==> config.mk <==
export PLATFORM = sky130hd
export DESIGN_NAME = rcb_ctrl
export DESIGN_NICKNAME = d
export VERILOG_FILES = /design/src/sv/rcb_pkg.sv /design/src/sv/rcb_ctrl.sv
export SDC_FILE = /design/constraint.sdc
export NUM_CORES = 1
export LEC_CHECK = 0
export ABC_AREA = 0
export ABC_CLOCK_PERIOD_IN_PS = 1250
export CAP_MARGIN = 15
export CORE_AREA = 2 2 39 41
export CTS_BUF_LIST = sky130_fd_sc_hd__clkbuf_16
export DETAILED_ROUTE_END_ITERATION = 10
export DIE_AREA = 0 0 41 43
export DONT_BUFFER_PORTS = 1
export SETUP_SLACK_MARGIN = 0.5
export SKIP_CTS_REPAIR_TIMING = 1
export SLEW_MARGIN = 5
export SYNTH_ARGS = -nofsm -noshare
export SYNTH_HDL_FRONTEND = slang
export SYNTH_SLANG_ARGS = --single-unit
==> constraint.sdc <==
create_clock -name clk -period 1.25 [get_ports clk]
set_input_delay 0.1875 -clock clk [delete_from_list [all_inputs] [get_ports clk]]
set_output_delay 0.1875 -clock clk [all_outputs]
set_load 0.01 [all_outputs]
==> src/sv/rcb_pkg.sv <==
// Shared types and constants of the random cycle builder.
`default_nettype none

package rcb_pkg;

	localparam int MAX_NODES_DEF = 1024;
	localparam int NODE_W        = 10;
	localparam int COUNT_W       = 11;
	localparam int RAND_W        = 32;
	localparam int DIV_CNT_W     = $clog2(RAND_W);
	localparam int ADDR_W        = 3;
	localparam int DATA_W        = 32;

	localparam logic [63:0]        SEED_VALUE    = 64'h6a09e667f3bcc909;
	localparam int                 XS_SHIFT_A    = 13;
	localparam int                 XS_SHIFT_B    = 7;
	localparam int                 XS_SHIFT_C    = 17;
	localparam logic [COUNT_W-1:0] CYCLE_LEN_RST = 11'd1024;

	localparam logic OP_BUILD = 1'b0;
	localparam logic OP_READ  = 1'b1;

	localparam logic [ADDR_W-3:0] REG_CYCLE_LEN = 1'b0;

	typedef struct packed {
		logic              opcode;
		logic [NODE_W-1:0] node_index;
	} req_t;

	typedef struct packed {
		logic [NODE_W-1:0] next_node;
		logic              error;
	} rsp_t;

	// Commands from the controller to the datapath.
	typedef struct packed {
		logic accept;
		logic i_clr;
		logic i_top;
		logic i_inc;
		logic i_dec;
		logic fill_wr;
		logic draw;
		logic div_step;
		logic swap_rd;
		logic swap_wr_a;
		logic swap_wr_b;
		logic link_rd;
		logic link_wr;
		logic finish;
		logic lookup;
		logic rsp_load;
	} cmd_t;

	// Status from the datapath to the controller.
	typedef struct packed {
		logic last_idx;
		logic shuf_last;
		logic div_last;
		logic out_free;
	} sts_t;

endpackage

`default_nettype wire

==> src/sv/rcb_ctrl.sv <==
// Sequencing state machine of the random cycle builder.
`default_nettype none

module rcb_ctrl (
	input  wire           clk,
	input  wire           arst_n,
	input  wire           in_valid,
	output logic          in_stall,
	input  wire           opcode,
	input  rcb_pkg::sts_t sts,
	output rcb_pkg::cmd_t cmd
);
	import rcb_pkg::*;

	typedef enum logic [3:0] {
		S_IDLE,
		S_FILL,
		S_DRAW,
		S_DIV,
		S_SWAP_RD,
		S_SWAP_WA,
		S_SWAP_WB,
		S_LINK_RD,
		S_LINK_WR,
		S_LOOKUP,
		S_RESP
	} state_t;

	state_t state_q;
	logic   stall_q;

	assign in_stall = stall_q;

	always_ff @(posedge clk or negedge arst_n) begin
		if (!arst_n) begin
			state_q <= S_IDLE;
			stall_q <= 1'b0;
		end else begin
			case (state_q)
				S_IDLE: begin
					if (in_valid) begin
						stall_q <= 1'b1;
						state_q <= (opcode == OP_BUILD) ? S_FILL : S_LOOKUP;
					end
				end
				S_FILL: begin
					if (sts.last_idx) begin
						state_q <= S_DRAW;
					end
				end
				S_DRAW: begin
					state_q <= S_DIV;
				end
				S_DIV: begin
					if (sts.div_last) begin
						state_q <= S_SWAP_RD;
					end
				end
				S_SWAP_RD: begin
					state_q <= S_SWAP_WA;
				end
				S_SWAP_WA: begin
					state_q <= S_SWAP_WB;
				end
				S_SWAP_WB: begin
					state_q <= sts.shuf_last ? S_LINK_RD : S_DRAW;
				end
				S_LINK_RD: begin
					state_q <= S_LINK_WR;
				end
				S_LINK_WR: begin
					state_q <= sts.last_idx ? S_RESP : S_LINK_RD;
				end
				S_LOOKUP: begin
					state_q <= S_RESP;
				end
				S_RESP: begin
					if (sts.out_free) begin
						stall_q <= 1'b0;
						state_q <= S_IDLE;
					end
				end
				default: begin
					stall_q <= 1'b0;
					state_q <= S_IDLE;
				end
			endcase
		end
	end

	always_comb begin
		cmd = '0;
		case (state_q)
			S_IDLE: begin
				cmd.accept = in_valid;
				cmd.i_clr  = in_valid;
			end
			S_FILL: begin
				cmd.fill_wr = 1'b1;
				cmd.i_top   = sts.last_idx;
				cmd.i_inc   = !sts.last_idx;
			end
			S_DRAW: begin
				cmd.draw = 1'b1;
			end
			S_DIV: begin
				cmd.div_step = 1'b1;
			end
			S_SWAP_RD: begin
				cmd.swap_rd = 1'b1;
			end
			S_SWAP_WA: begin
				cmd.swap_wr_a = 1'b1;
			end
			S_SWAP_WB: begin
				cmd.swap_wr_b = 1'b1;
				cmd.i_clr     = sts.shuf_last;
				cmd.i_dec     = !sts.shuf_last;
			end
			S_LINK_RD: begin
				cmd.link_rd = 1'b1;
			end
			S_LINK_WR: begin
				cmd.link_wr = 1'b1;
				cmd.finish  = sts.last_idx;
				cmd.i_inc   = !sts.last_idx;
			end
			S_LOOKUP: begin
				cmd.lookup = 1'b1;
			end
			S_RESP: begin
				cmd.rsp_load = sts.out_free;
			end
			default: begin
				cmd = '0;
			end
		endcase
	end

	assert property (@(posedge clk) disable iff (!arst_n)
		cmd.rsp_load |-> sts.out_free)
		else $error("response loaded while the output register is held");

	assert property (@(posedge clk) disable iff (!arst_n)
		$onehot0({cmd.fill_wr, cmd.swap_wr_a, cmd.swap_wr_b, cmd.link_wr}))
		else $error("more than one table write in a cycle");

	assert property (@(posedge clk) disable iff (!arst_n)
		(state_q == S_DIV && sts.div_last) |=> (state_q == S_SWAP_RD))
		else $error("division did not hand over to the swap");

endmodule

`default_nettype wire

== Yosys cells after proc, flatten, opt, wreduce, memory -nomap -nowiden ==
Index checks and enable logic that the tools add are counted.

* Bits in registers: 5
* Latch bits: 0
* RAM bits: 0
* Memory bits (read-only): 0
* Output and inout bits: 17
* Logic and storage cells: 50
* Memories: 0

* $add $sub $neg: 0
* $mul: 0
* Div/mod/pow operators: 0
* Magnitude comparators: 0
* Equal/unequal tests: 14
* Shift-type cells: 0
* Mux-type cells: 26
* Bitwise gates (word level): 1
* Reductions and logical operators: 7

{| class="wikitable"
|+ Operators by type and width
! cell !! number
|-
| $pmux W4 S11 || 1
|-
| $mux W4 || 6
|-
| $eq A4 B3 Y1 const B || 4
|-
| $mux W1 || 15
|-
| $eq A4 B4 Y1 const B || 3
|-
| $reduce_or A9 Y1 || 1
|-
| $eq A4 B2 Y1 const B || 2
|-
| $ne A2 B2 Y1 const B || 4
|-
| $eq A4 B1 Y1 const B || 1
|-
| $logic_not A4 Y1 || 1
|-
| $reduce_and A4 Y1 || 1
|-
| $mux W3 || 1
|-
| $pmux W1 S3 || 1
|-
| $reduce_and A3 Y1 || 1
|-
| $logic_not A1 Y1 || 2
|-
| $mux W2 || 1
|-
| $pmux W1 S2 || 1
|-
| $reduce_or A2 Y1 || 1
|-
| $not A1 Y1 || 1
|}

== Depth between registers and ports, before layout ==
Gate-level depths: netlist of the first run.

* Depth in word-level cells: 4
* Gate-level depth with buffers: 6

== Least setup slack after synthesis of the first run ==
No wires, ideal clock.

* Path kind: register -> output
* Start point: register state_q[1]
* End point: output cmd[12] (netlist name)
* Arrival: 1.058 ns
* Path slack: 0.005 ns
* Stages on the path, launching flop included: 6
* Buffers on the path: 2
* Cells stage by stage: dfrtp_1 -> buf_6 -> clkbuf_8 -> nor2b_1 -> nand2_1 -> a21oi_1

{| class="wikitable"
|+ RTL lines
! what !! RTL line !! source
|-
| start, declared || rcb_ctrl.sv:29 || <nowiki>state_t state_q;</nowiki>
|-
| start signal, assigned || rcb_ctrl.sv:43 || <nowiki>state_q <= (opcode == OP_BUILD) ? S_FILL : S_LOOKUP;</nowiki>
|-
| start signal, assigned || rcb_ctrl.sv:66 || <nowiki>state_q <= sts.shuf_last ? S_LINK_RD : S_DRAW;</nowiki>
|-
| start signal, assigned || rcb_ctrl.sv:72 || <nowiki>state_q <= sts.last_idx ? S_RESP : S_LINK_RD;</nowiki>
|-
| end, declared || rcb_ctrl.sv:11 || <nowiki>output rcb_pkg::cmd_t cmd</nowiki>
|}

==> summary.txt, run 1 <==
Yosys
  • Post-Syn Area: 505 um2
  • Synthesized net count: 81
  • Post-synthesis cell type count: 25
  • #FFs+latches synth: 5
  • Sequential fraction of the synthesis area: 24.8%
  • Cells after synthesis: 73
  • Yosys warning count: 0
  • Syn Area/Cell: 6.92 um2

Cells and area
  • Antenna cells: 0
  • Finished Layout Cells: 116
  • Most common cell after layout, fill and taps aside: buf_4
  • Final instance area: 918 um2
  • Share of layout cells above drive strength 1: 58.0%
  • Fillers: 117
  • Most frequent cells in the layout: 22 x buf_4, 7 x inv_1, 6 x nand2_1
  • Fin nets: 109
  • Seq. cell area: 130 um2
  • Layout Area Growth over Synthesis: 81.7%
  • Multi-input logic area: 435 um2

Die
  • Die height: 43 um
  • Initial Util: 36.5%
  • Die Footprint: 1760 um2
  • Core Footprint: 1380 um2
  • Cell Rows: 14
  • Top Ports: 25
  • Die width: 41 um

STA
  • FMAX: 707 MHz
  • Total negative slack: -2.14 ns
  • Worst slew margin: 83.1%
  • Setup Viol. Count Final: 21
  • Clock Skew: 0.00155 ns
  • Max Slew Vio Count: 0
  • Final hold violation count: 0
  • Period utilization: 113%
  • Slew @ Worst Pin: 0.252 ns
  • Fin crit period: 1.42 ns
  • RSZ-0062 raised after global routing: true
  • Setup ws final: -0.165 ns
  • Min Hold Slack: 0.166 ns

Critical path
  • CP arrival: 1.23 ns
  • CP required: 1.06 ns
  • Endpoint class of the critical path: output port
  • Worst-path cell with the longest stage delay: dfrtp_2
  • Worst Setup SP: state_q[1]$_DFFE_PN0P_
  • Crit-path cells: buf_6, nor2b_4, nand2_2, a21oi_4
  • Crit Path Max Fanout: 8
  • Reg-to-reg critical path startpoint: state_q[1]$_DFFE_PN0P_
  • Crit-path leading delay family: flip-flops
  • Worst path buffer plus inverter count: 1
  • Setup Crit Path Kind: register to output port
  • Kind of start point of the critical path: register
  • Largest stage delay, worst path: 0.47 ns

Power
  • Power density over the cells: 2760 nW/um2
  • Leakage power: 0.439 nW
  • Worst vdd ir: 2.13 mV

Global routing
  • GRT Total Usage: 16.9%
  • GRT overflow: 0
  • Largest net degree at the start of global routing: 12
  • First-pass GRT wire length: 2.09 mm
  • Initial antenna violation count: 0
  • Vias in the first global route: 499

Routing
  • Final wirelength: 1.52 mm
  • Detailed Route Iter0 Violations: 4
  • Total number of vias: 610
  • WL/cell: 13.1 um
  • Detail Route Antenna Nets: 0
  • DRC viols: 0
  • Drt pass-1 iters: 4
  • Vias per inst: 5.26

Place
  • Placed inst area: 664 um2
  • Pre-CTS setup slack: -0.0997 ns
  • GPL Wtd Cong: 0.854
  • Placed Cells: 103
  • Detailed placer's ending HPWL: 1.06 mm
  • PortBufs: 0

Flow run
  • Max-cap violations: 0

Worst hold path
  • HP Start: sts[1]
  • Hold Path Class: input pin to register

Clock network
  • Clk_lat worst skew: 0.23 ns
  • Root cell of the clock tree: clkbuf_16
  • Clock tree buffer depth: 2
  • Clock slew at reported path FFs: 0.03 ns
  • # H-tree levels: 1
  • Clock sinks: 5
  • Num CTS Buffers: 3
  • TritonCTS clock tree: yes

Status
  • Outcome: complete, but fails checks
  • Failing checks: setup timing
-- per-layer routing --
metal / track usage [%] / vias to the layer above / wire length, um
met5: 0 / - / 0
met4: 2.00 / 0 / 0
met3: 6.28 / 0 / 92
met2: 26.6 / 19 / 748
met1: 21.9 / 284 / 679
li1: - / 307 / -
-- path summary, 6_finish.rpt --
kind | depth (start not counted) | slack (ns) | to
worst max-delay path | 4 | -0.17 | cmd[12]
worst min-delay path | 3 | 0.17 | state_q[1]$_DFFE_PN0P_
worst max register to register | 5 | -0.09 | state_q[1]$_DFFE_PN0P_
worst min register to register | 2 | 0.60 | in_stall$_DFFE_PN0P_
max in group asynchronous | 1 | 0.79 | state_q[2]$_DFFE_PN0P_
min in group asynchronous | 1 | 0.25 | in_stall$_DFFE_PN0P_
-- logic make-up (layout without fill, tap and decap cells) --
| logic type | after synthesis | in the layout | share of synthesized area, % |
|---|---|---|---|
| AOI/OAI and AO/OA | 19 | 19 | 22.3 |
| buffers and inverters | 11 | 38 | 13.4 |
| DFF | 5 | 5 | 24.8 |
| muxes | 1 | 1 | 1.98 |
| and+or+nand+nor | 37 | 37 | 37.6 |
-- power breakdown --
group          internal [mW]  switching (mW)  total (mW)
clock network          0.414           0.103       0.518
registers              0.252           0.161       0.413
logic                  0.841           0.761        1.60
-- worst register-to-register path, cell delays in order (launching register included) --
cell	delay, ns
dfrtp_2	0.47
buf_4	0.17
and3b_4	0.17
o21ai_4	0.18
a31oi_2	0.12
a31oi_1	0.15
-- area by class of cell --
cell class              count  area share (%)
multi-input cells          57            47.4
repair buffers             28            25.2
well taps                  16            2.18
clock buffers               3            8.17
clock inverters             1           0.409
inverters                   6            2.45
flip-flops and latches      5            14.2
-- cells in the mapped netlist --
master	instances	area, um2
nor3_1	6	30.0
inv_1	6	22.5
a31oi_1	2	12.5
nor2_1	9	33.8
o21ai_1	3	15.0
mux2i_1	1	10.0
clkbuf_8	1	13.8
o21ai_2	1	8.76
o31ai_1	1	7.51
a21oi_1	4	20.0
and3b_4	1	12.5
o21a_1	1	7.51
and4_1	1	8.76
o21ai_0	5	25.0
and3_1	2	12.5
a311o_1	1	10.0
nand2_1	7	26.3
buf_4	2	15.0
nor2b_1	3	18.8
o22ai_1	1	6.26
dfrtp_1	5	125
buf_6	1	11.3
nand3_1	2	10.0
nand2b_1	6	37.5
buf_2	1	5.00
-- per-stage QoR --
stage / utilization, % / power [mW]
after floorplan: - / 1.21
after CTS: 53.7 / 2.09
final: 66.4 / 2.53
after detailed placement: 48.0 / 1.57
after global routing: 66.4 / 2.69
after global placement: 48.0 / 1.56
-- flip-flops by register name, indices dropped and copies added (netlist names) --
name,count
state_q,4
in_stall,1
(Power assumes the default switching activity.)
==> run 2, diff against run 1 <==
--- a/config.mk
+++ b/config.mk
@@ -6,10 +6,11 @@
 export NUM_CORES = 1
 export LEC_CHECK = 0
 export ABC_AREA = 0
-export ABC_CLOCK_PERIOD_IN_PS = 1250
+export ABC_CLOCK_PERIOD_IN_PS = 1410
 export CAP_MARGIN = 15
 export CORE_AREA = 2 2 39 41
 export CTS_BUF_LIST = sky130_fd_sc_hd__clkbuf_16
+export CTS_CLUSTER_DIAMETER = 150
 export DETAILED_ROUTE_END_ITERATION = 10
 export DIE_AREA = 0 0 41 43
 export DONT_BUFFER_PORTS = 1
==> constraint.sdc (replaced) <==
create_clock -name clk -period 1.41 [get_ports clk]
set_input_delay 0.2115 -clock clk [delete_from_list [all_inputs] [get_ports clk]]
set_output_delay 0.2115 -clock clk [all_outputs]
set_load 0.01 [all_outputs]
==> run 2 against run 1 <==
Against the previous run: die area stayed put; worst setup slack better by 0.14 ns; cell count is 6.0% lower; critical path type unchanged; via count is 0.66% lower; largest cell class unchanged; the flow still finishes with violations (setup timing); critical endpoint is now cmd[14].
==> summary.txt, run 2 (synthesized netlist as in run 1, its figures left out) <==
Power
  • Net Switching: 0.910 mW
  • Reg power frac: 17.5%
  • Clk pwr share: 21.0%
  • Int Pwr: 1.27 mW
  • Power density over the cells: 2550 nW/um2
  • Worst vdd ir: 1.15 mV
  • Sw Ratio: 41.8%
  • Leakage power: 0.394 nW
  • Combinational share of power: 61.5%

Critical path
  • Largest stage delay, worst path: 0.45 ns
  • CP arrival: 1.22 ns
  • Crit-path leading delay family: simple AND/OR/NAND/NOR gates
  • Crit Path Max Fanout: 6
  • Endpoint class of the critical path: output port
  • Cell with the most instances on the worst path: nand2_1
  • Kind of start point of the critical path: register
  • Setup Crit Path Kind: register to output port
  • Crit-path cells: nand2b_2, nor2_2, nand2_1, nand2_1
  • CP required: 1.20 ns
  • Worst path buffer plus inverter count: 0
  • Worst-path cell with the longest stage delay: dfrtp_2

Flow run
  • Max-cap violations: 0

Status
  • Failing checks: setup timing
  • Outcome: complete, but fails checks

STA
  • Setup Viol. Count Final: 7
  • Total negative slack: -0.0939 ns
  • Clock Skew: 0.000610 ns
  • Fin crit period: 1.44 ns
  • RSZ-0062 raised after global routing: true
  • Final hold violation count: 0
  • Setup ws final: -0.0261 ns
  • Slew @ Worst Pin: 0.228 ns
  • FMAX: 696 MHz
  • Worst slew margin: 84.8%
  • Min Hold Slack: 0.192 ns
  • Max Slew Vio Count: 0
  • Period utilization: 102%

Routing
  • DRC viols: 0
  • Final wirelength: 1.64 mm
  • WL/cell: 15.1 um
  • Total number of vias: 606
  • Detail Route Antenna Nets: 0
  • Detailed Route Iter0 Violations: 30
  • Drt pass-1 iters: 5
  • Vias per inst: 5.56

Cells and area
  • Max reg flops: 4
  • Antenna cells: 0
  • Most frequent cells in the layout: 15 x buf_4, 7 x inv_1, 5 x nor2_2, 5 x nand2_1, 5 x o21ai_1
  • Fin nets: 102
  • Share of layout cells above drive strength 1: 50.5%
  • Final instance area: 853 um2
  • Fillers: 119
  • Most common cell after layout, fill and taps aside: buf_4
  • Layout Area Growth over Synthesis: 68.8%
  • Top reg by flops: state_q

Global routing
  • GRT overflow: 0
  • GRT Total Usage: 17.9%
  • Vias in the first global route: 520
  • Initial antenna violation count: 0
  • First-pass GRT wire length: 2.15 mm
  • Largest net degree at the start of global routing: 16

Die
  • Die Footprint: 1760 um2
  • Core Footprint: 1380 um2
  • Die height: 43 um
  • Die width: 41 um
  • Initial Util: 36.5%
  • Top Ports: 25
  • Cell Rows: 14

Place
  • Detailed placer's ending HPWL: 1.00 mm
  • PortBufs: 0
  • Placed inst area: 627 um2
  • Pre-CTS setup slack: -0.0270 ns
  • GPL Wtd Cong: 0.877

Clock network
  • Clock sinks: 5
  • Clock tree buffer depth: 2
  • TritonCTS clock tree: yes
  • Clock slew at reported path FFs: 0.03 ns
  • Root cell of the clock tree: clkbuf_16
  • Clk_lat worst skew: 0.22 ns
  • # H-tree levels: 1
  • Num CTS Buffers: 3

Worst hold path
  • Hold Path Class: input pin to register
## run 2: per-layer routing
layer / wire length, um / GRT usage (%) / share of wire [%] / up-vias
met1: 687 / 24.4 / 42 / 280
met5: 0 / 0 / 0 / -
met2: 792 / 25.3 / 48 / 37
li1: - / - / - / 289
met3: 163 / 5.24 / 9.9 / 0
met4: 0 / 8.00 / 0 / 0
## run 2: layout make-up
| cell class | count | area [um2] | share of cell area (%) |
|---|---|---|---|
| sequential | 5 | 130 | 15.2 |
| timing repair buffer | 21 | 181 | 21.3 |
| tap | 16 | 20.0 | 2.35 |
| clock inverter | 1 | 3.75 | 0.440 |
| inverter | 6 | 22.5 | 2.64 |
| multi-input combinational | 57 | 420 | 49.3 |
| clock buffer | 3 | 75.1 | 8.80 |
## run 2: power groups by stage
stage                     clock network, mW  logic [mW]  registers [mW]
final                                 0.458        1.34           0.381
after global routing                  0.473        1.45           0.390
after CTS                             0.465       0.948           0.380
after detailed placement                  0       0.943           0.383
after global placement                    0       0.942           0.375
after floorplan                           0       0.796           0.273
## run 2: final timing paths
| kind | endpoint | from | slack (ns) | depth (start not counted) |
|---|---|---|---|---|
| worst max-delay path | cmd[14] | state_q[0]$_DFFE_PN0P_ | -0.03 | 4 |
| worst min-delay path | in_stall$_DFFE_PN0P_ | in_valid | 0.19 | 2 |
| worst max register to register | state_q[2]$_DFFE_PN0P_ | state_q[1]$_DFFE_PN0P_ | 0 | 5 |
| worst min register to register | in_stall$_DFFE_PN0P_ | in_stall$_DFFE_PN0P_ | 0.59 | 2 |
| max in group asynchronous | state_q[3]$_DFFE_PN0P_ | arst_n | 0.93 | 1 |
| min in group asynchronous | in_stall$_DFFE_PN0P_ | arst_n | 0.28 | 1 |
## run 2: through the flow
| step | util (%) | power (mW) | instances |
|---|---|---|---|
| after global placement | 45.3 | 1.32 | 98 |
| after detailed placement | 45.3 | 1.33 | 98 |
| final | 61.7 | 2.18 | 109 |
| after CTS | 51.0 | 1.79 | 102 |
| after floorplan | - | 1.07 | 73 |
| after global routing | 61.7 | 2.31 | 109 |
==> run 3, diff against run 2 <==
--- a/config.mk
+++ b/config.mk
@@ -6,7 +6,7 @@
 export NUM_CORES = 1
 export LEC_CHECK = 0
 export ABC_AREA = 0
-export ABC_CLOCK_PERIOD_IN_PS = 1410
+export ABC_CLOCK_PERIOD_IN_PS = 1400
 export CAP_MARGIN = 15
 export CORE_AREA = 2 2 39 41
 export CTS_BUF_LIST = sky130_fd_sc_hd__clkbuf_16
@@ -14,6 +14,7 @@
 export DETAILED_ROUTE_END_ITERATION = 10
 export DIE_AREA = 0 0 41 43
 export DONT_BUFFER_PORTS = 1
+export RECOVER_POWER = 50
 export SETUP_SLACK_MARGIN = 0.5
 export SKIP_CTS_REPAIR_TIMING = 1
 export SLEW_MARGIN = 5
==> constraint.sdc (replaced) <==
create_clock -name clk -period 1.4 [get_ports clk]
set_input_delay 0.21 -clock clk [delete_from_list [all_inputs] [get_ports clk]]
set_output_delay 0.21 -clock clk [all_outputs]
set_load 0.01 [all_outputs]
==> run 3 against run 2 <==
Against the previous run: the run still ends with setup timing left; via count increased by 6.4%; global-route usage increased by 2.3 points; critical path depth decreased by 1.
==> summary.txt, run 3 (synthesized netlist as in run 1, its figures left out) <==
Status
  • Outcome: complete, but fails checks
  • Failing checks: setup timing

STA
  • RSZ-0062 raised after global routing: true
  • Setup Viol. Count Final: 12
  • Period utilization: 106%
  • Slew @ Worst Pin: 0.316 ns
  • Fin crit period: 1.48 ns
  • Min Hold Slack: 0.177 ns
  • Worst slew margin: 78.7%
  • Final hold violation count: 0
  • Setup ws final: -0.0830 ns
  • Total negative slack: -0.408 ns
  • Clock Skew: 0.00508 ns
  • Max Slew Vio Count: 0
  • FMAX: 674 MHz

Routing
  • Vias per inst: 5.61
  • Total number of vias: 645
  • Detailed Route Iter0 Violations: 12
  • WL/cell: 15.8 um
  • Drt pass-1 iters: 4
  • Final wirelength: 1.82 mm
  • DRC viols: 0
  • Detail Route Antenna Nets: 0

Die
  • Die height: 43 um
  • Core Footprint: 1380 um2
  • Top Ports: 25
  • Die width: 41 um
  • Die Footprint: 1760 um2
  • Initial Util: 36.5%
  • Cell Rows: 14

Flow run
  • Max-cap violations: 0

Global routing
  • Largest net degree at the start of global routing: 13
  • First-pass GRT wire length: 2.36 mm
  • Initial antenna violation count: 0
  • GRT Total Usage: 20.2%
  • Vias in the first global route: 539
  • GRT overflow: 0

Cells and area
  • Multi-input logic area: 472 um2
  • Max reg flops: 4
  • Fin nets: 108
  • Final core area utilization: 69.0%
  • Seq. cell area: 130 um2
  • Finished Layout Cells: 115
  • Share of layout cells above drive strength 1: 62.6%
  • Antenna cells: 0
  • Final instance area: 955 um2
  • Most frequent cells in the layout: 19 x buf_4, 7 x buf_6, 6 x inv_1
  • Fillers: 99
  • Layout Area Growth over Synthesis: 88.9%
  • Top reg by flops: state_q
  • Most common cell after layout, fill and taps aside: buf_4

Clock network
  • Clock sinks: 5
  • # H-tree levels: 1
  • Clk_lat worst skew: 0.23 ns
  • Clock slew at reported path FFs: 0.03 ns
  • Clock tree buffer depth: 2
  • TritonCTS clock tree: yes
  • Num CTS Buffers: 3
  • Root cell of the clock tree: clkbuf_16

Place
  • Detailed placer's ending HPWL: 1.08 mm
  • Placed Cells: 99
  • PortBufs: 0
  • GPL Wtd Cong: 0.863
  • Placed inst area: 634 um2

Power
  • Worst vdd ir: 1.07 mV
  • Leakage power: 0.447 nW
  • Power density over the cells: 2550 nW/um2

Worst hold path
  • Hold Path Class: input pin to register

Critical path
  • CP required: 1.19 ns
  • CP arrival: 1.27 ns
  • Crit Path Max Fanout: 9
  • Endpoint class of the critical path: output port
  • Setup Crit Path Kind: register to output port
  • Kind of start point of the critical path: register
==> run 3: cell types whose count changed in the layout (fill, tap and decap cells not counted), moves of 2 or more <==
cell,before,now
buf_4,15,19
buf_6,3,7
nand2b_4,2,4
nor2_2,5,3
nor2_4,2,4
nor3_1,3,0
nor3_2,1,4
o21ai_1,5,3
==> run 3: per-layer routing <==
layer / GRT usage (%) / share of wire [%]
met2: 26.6 / 48
met1: 26.5 / 41
met5: 0 / 0
met3: 7.85 / 8.6
met4: 12.7 / 2.1
==> run 3: area by class of cell <==
cell class                      count  area share, %
Tap cell                           16           2.10
Sequential cell                     5           13.6
Clock inverter                      1          0.393
Clock buffer                        3           7.86
Inverter                            6           2.36
Multi-Input combinational cell     57           49.4
Timing Repair Buffer               27           24.2
==> run 3: critical path: stages, from the launching register on <==
cell	delay, ns
dfrtp_2	0.47
nand2b_4	0.22
nor3_2	0.20
buf_4	0.15
==> run 3: final timing paths <==
path | end | slack (ns) | startpoint | cells past startpoint
max in group asynchronous | state_q[3]$_DFFE_PN0P_ | 0.91 | arst_n | 1
min in group asynchronous | state_q[0]$_DFFE_PN0P_ | 0.27 | arst_n | 1
worst max-delay path | cmd[11] | -0.08 | state_q[3]$_DFFE_PN0P_ | 3
worst min-delay path | in_stall$_DFFE_PN0P_ | 0.18 | in_valid | 2
worst max register to register | state_q[0]$_DFFE_PN0P_ | -0.05 | state_q[1]$_DFFE_PN0P_ | 6
worst min register to register | in_stall$_DFFE_PN0P_ | 0.59 | in_stall$_DFFE_PN0P_ | 2
==> run 3: through the flow <==
| stage | power [mW] | setup slack [ns] |
|---|---|---|
| after floorplan | 1.08 | 0.214 |
| after global placement | 1.34 | 0.0174 |
| after detailed placement | 1.36 | 0.0134 |
| after CTS | 1.84 | -0.230 |
| after global routing | 2.57 | -0.143 |
| final | 2.44 | -0.0830 |
==> run 3: report_power, final <==
group	leakage [nW]	internal (mW)	switching [mW]
clock	0.0423	0.371	0.106
combinational	0.348	0.798	0.750
sequential	0.0569	0.225	0.190
total	0.447	1.39	1.05
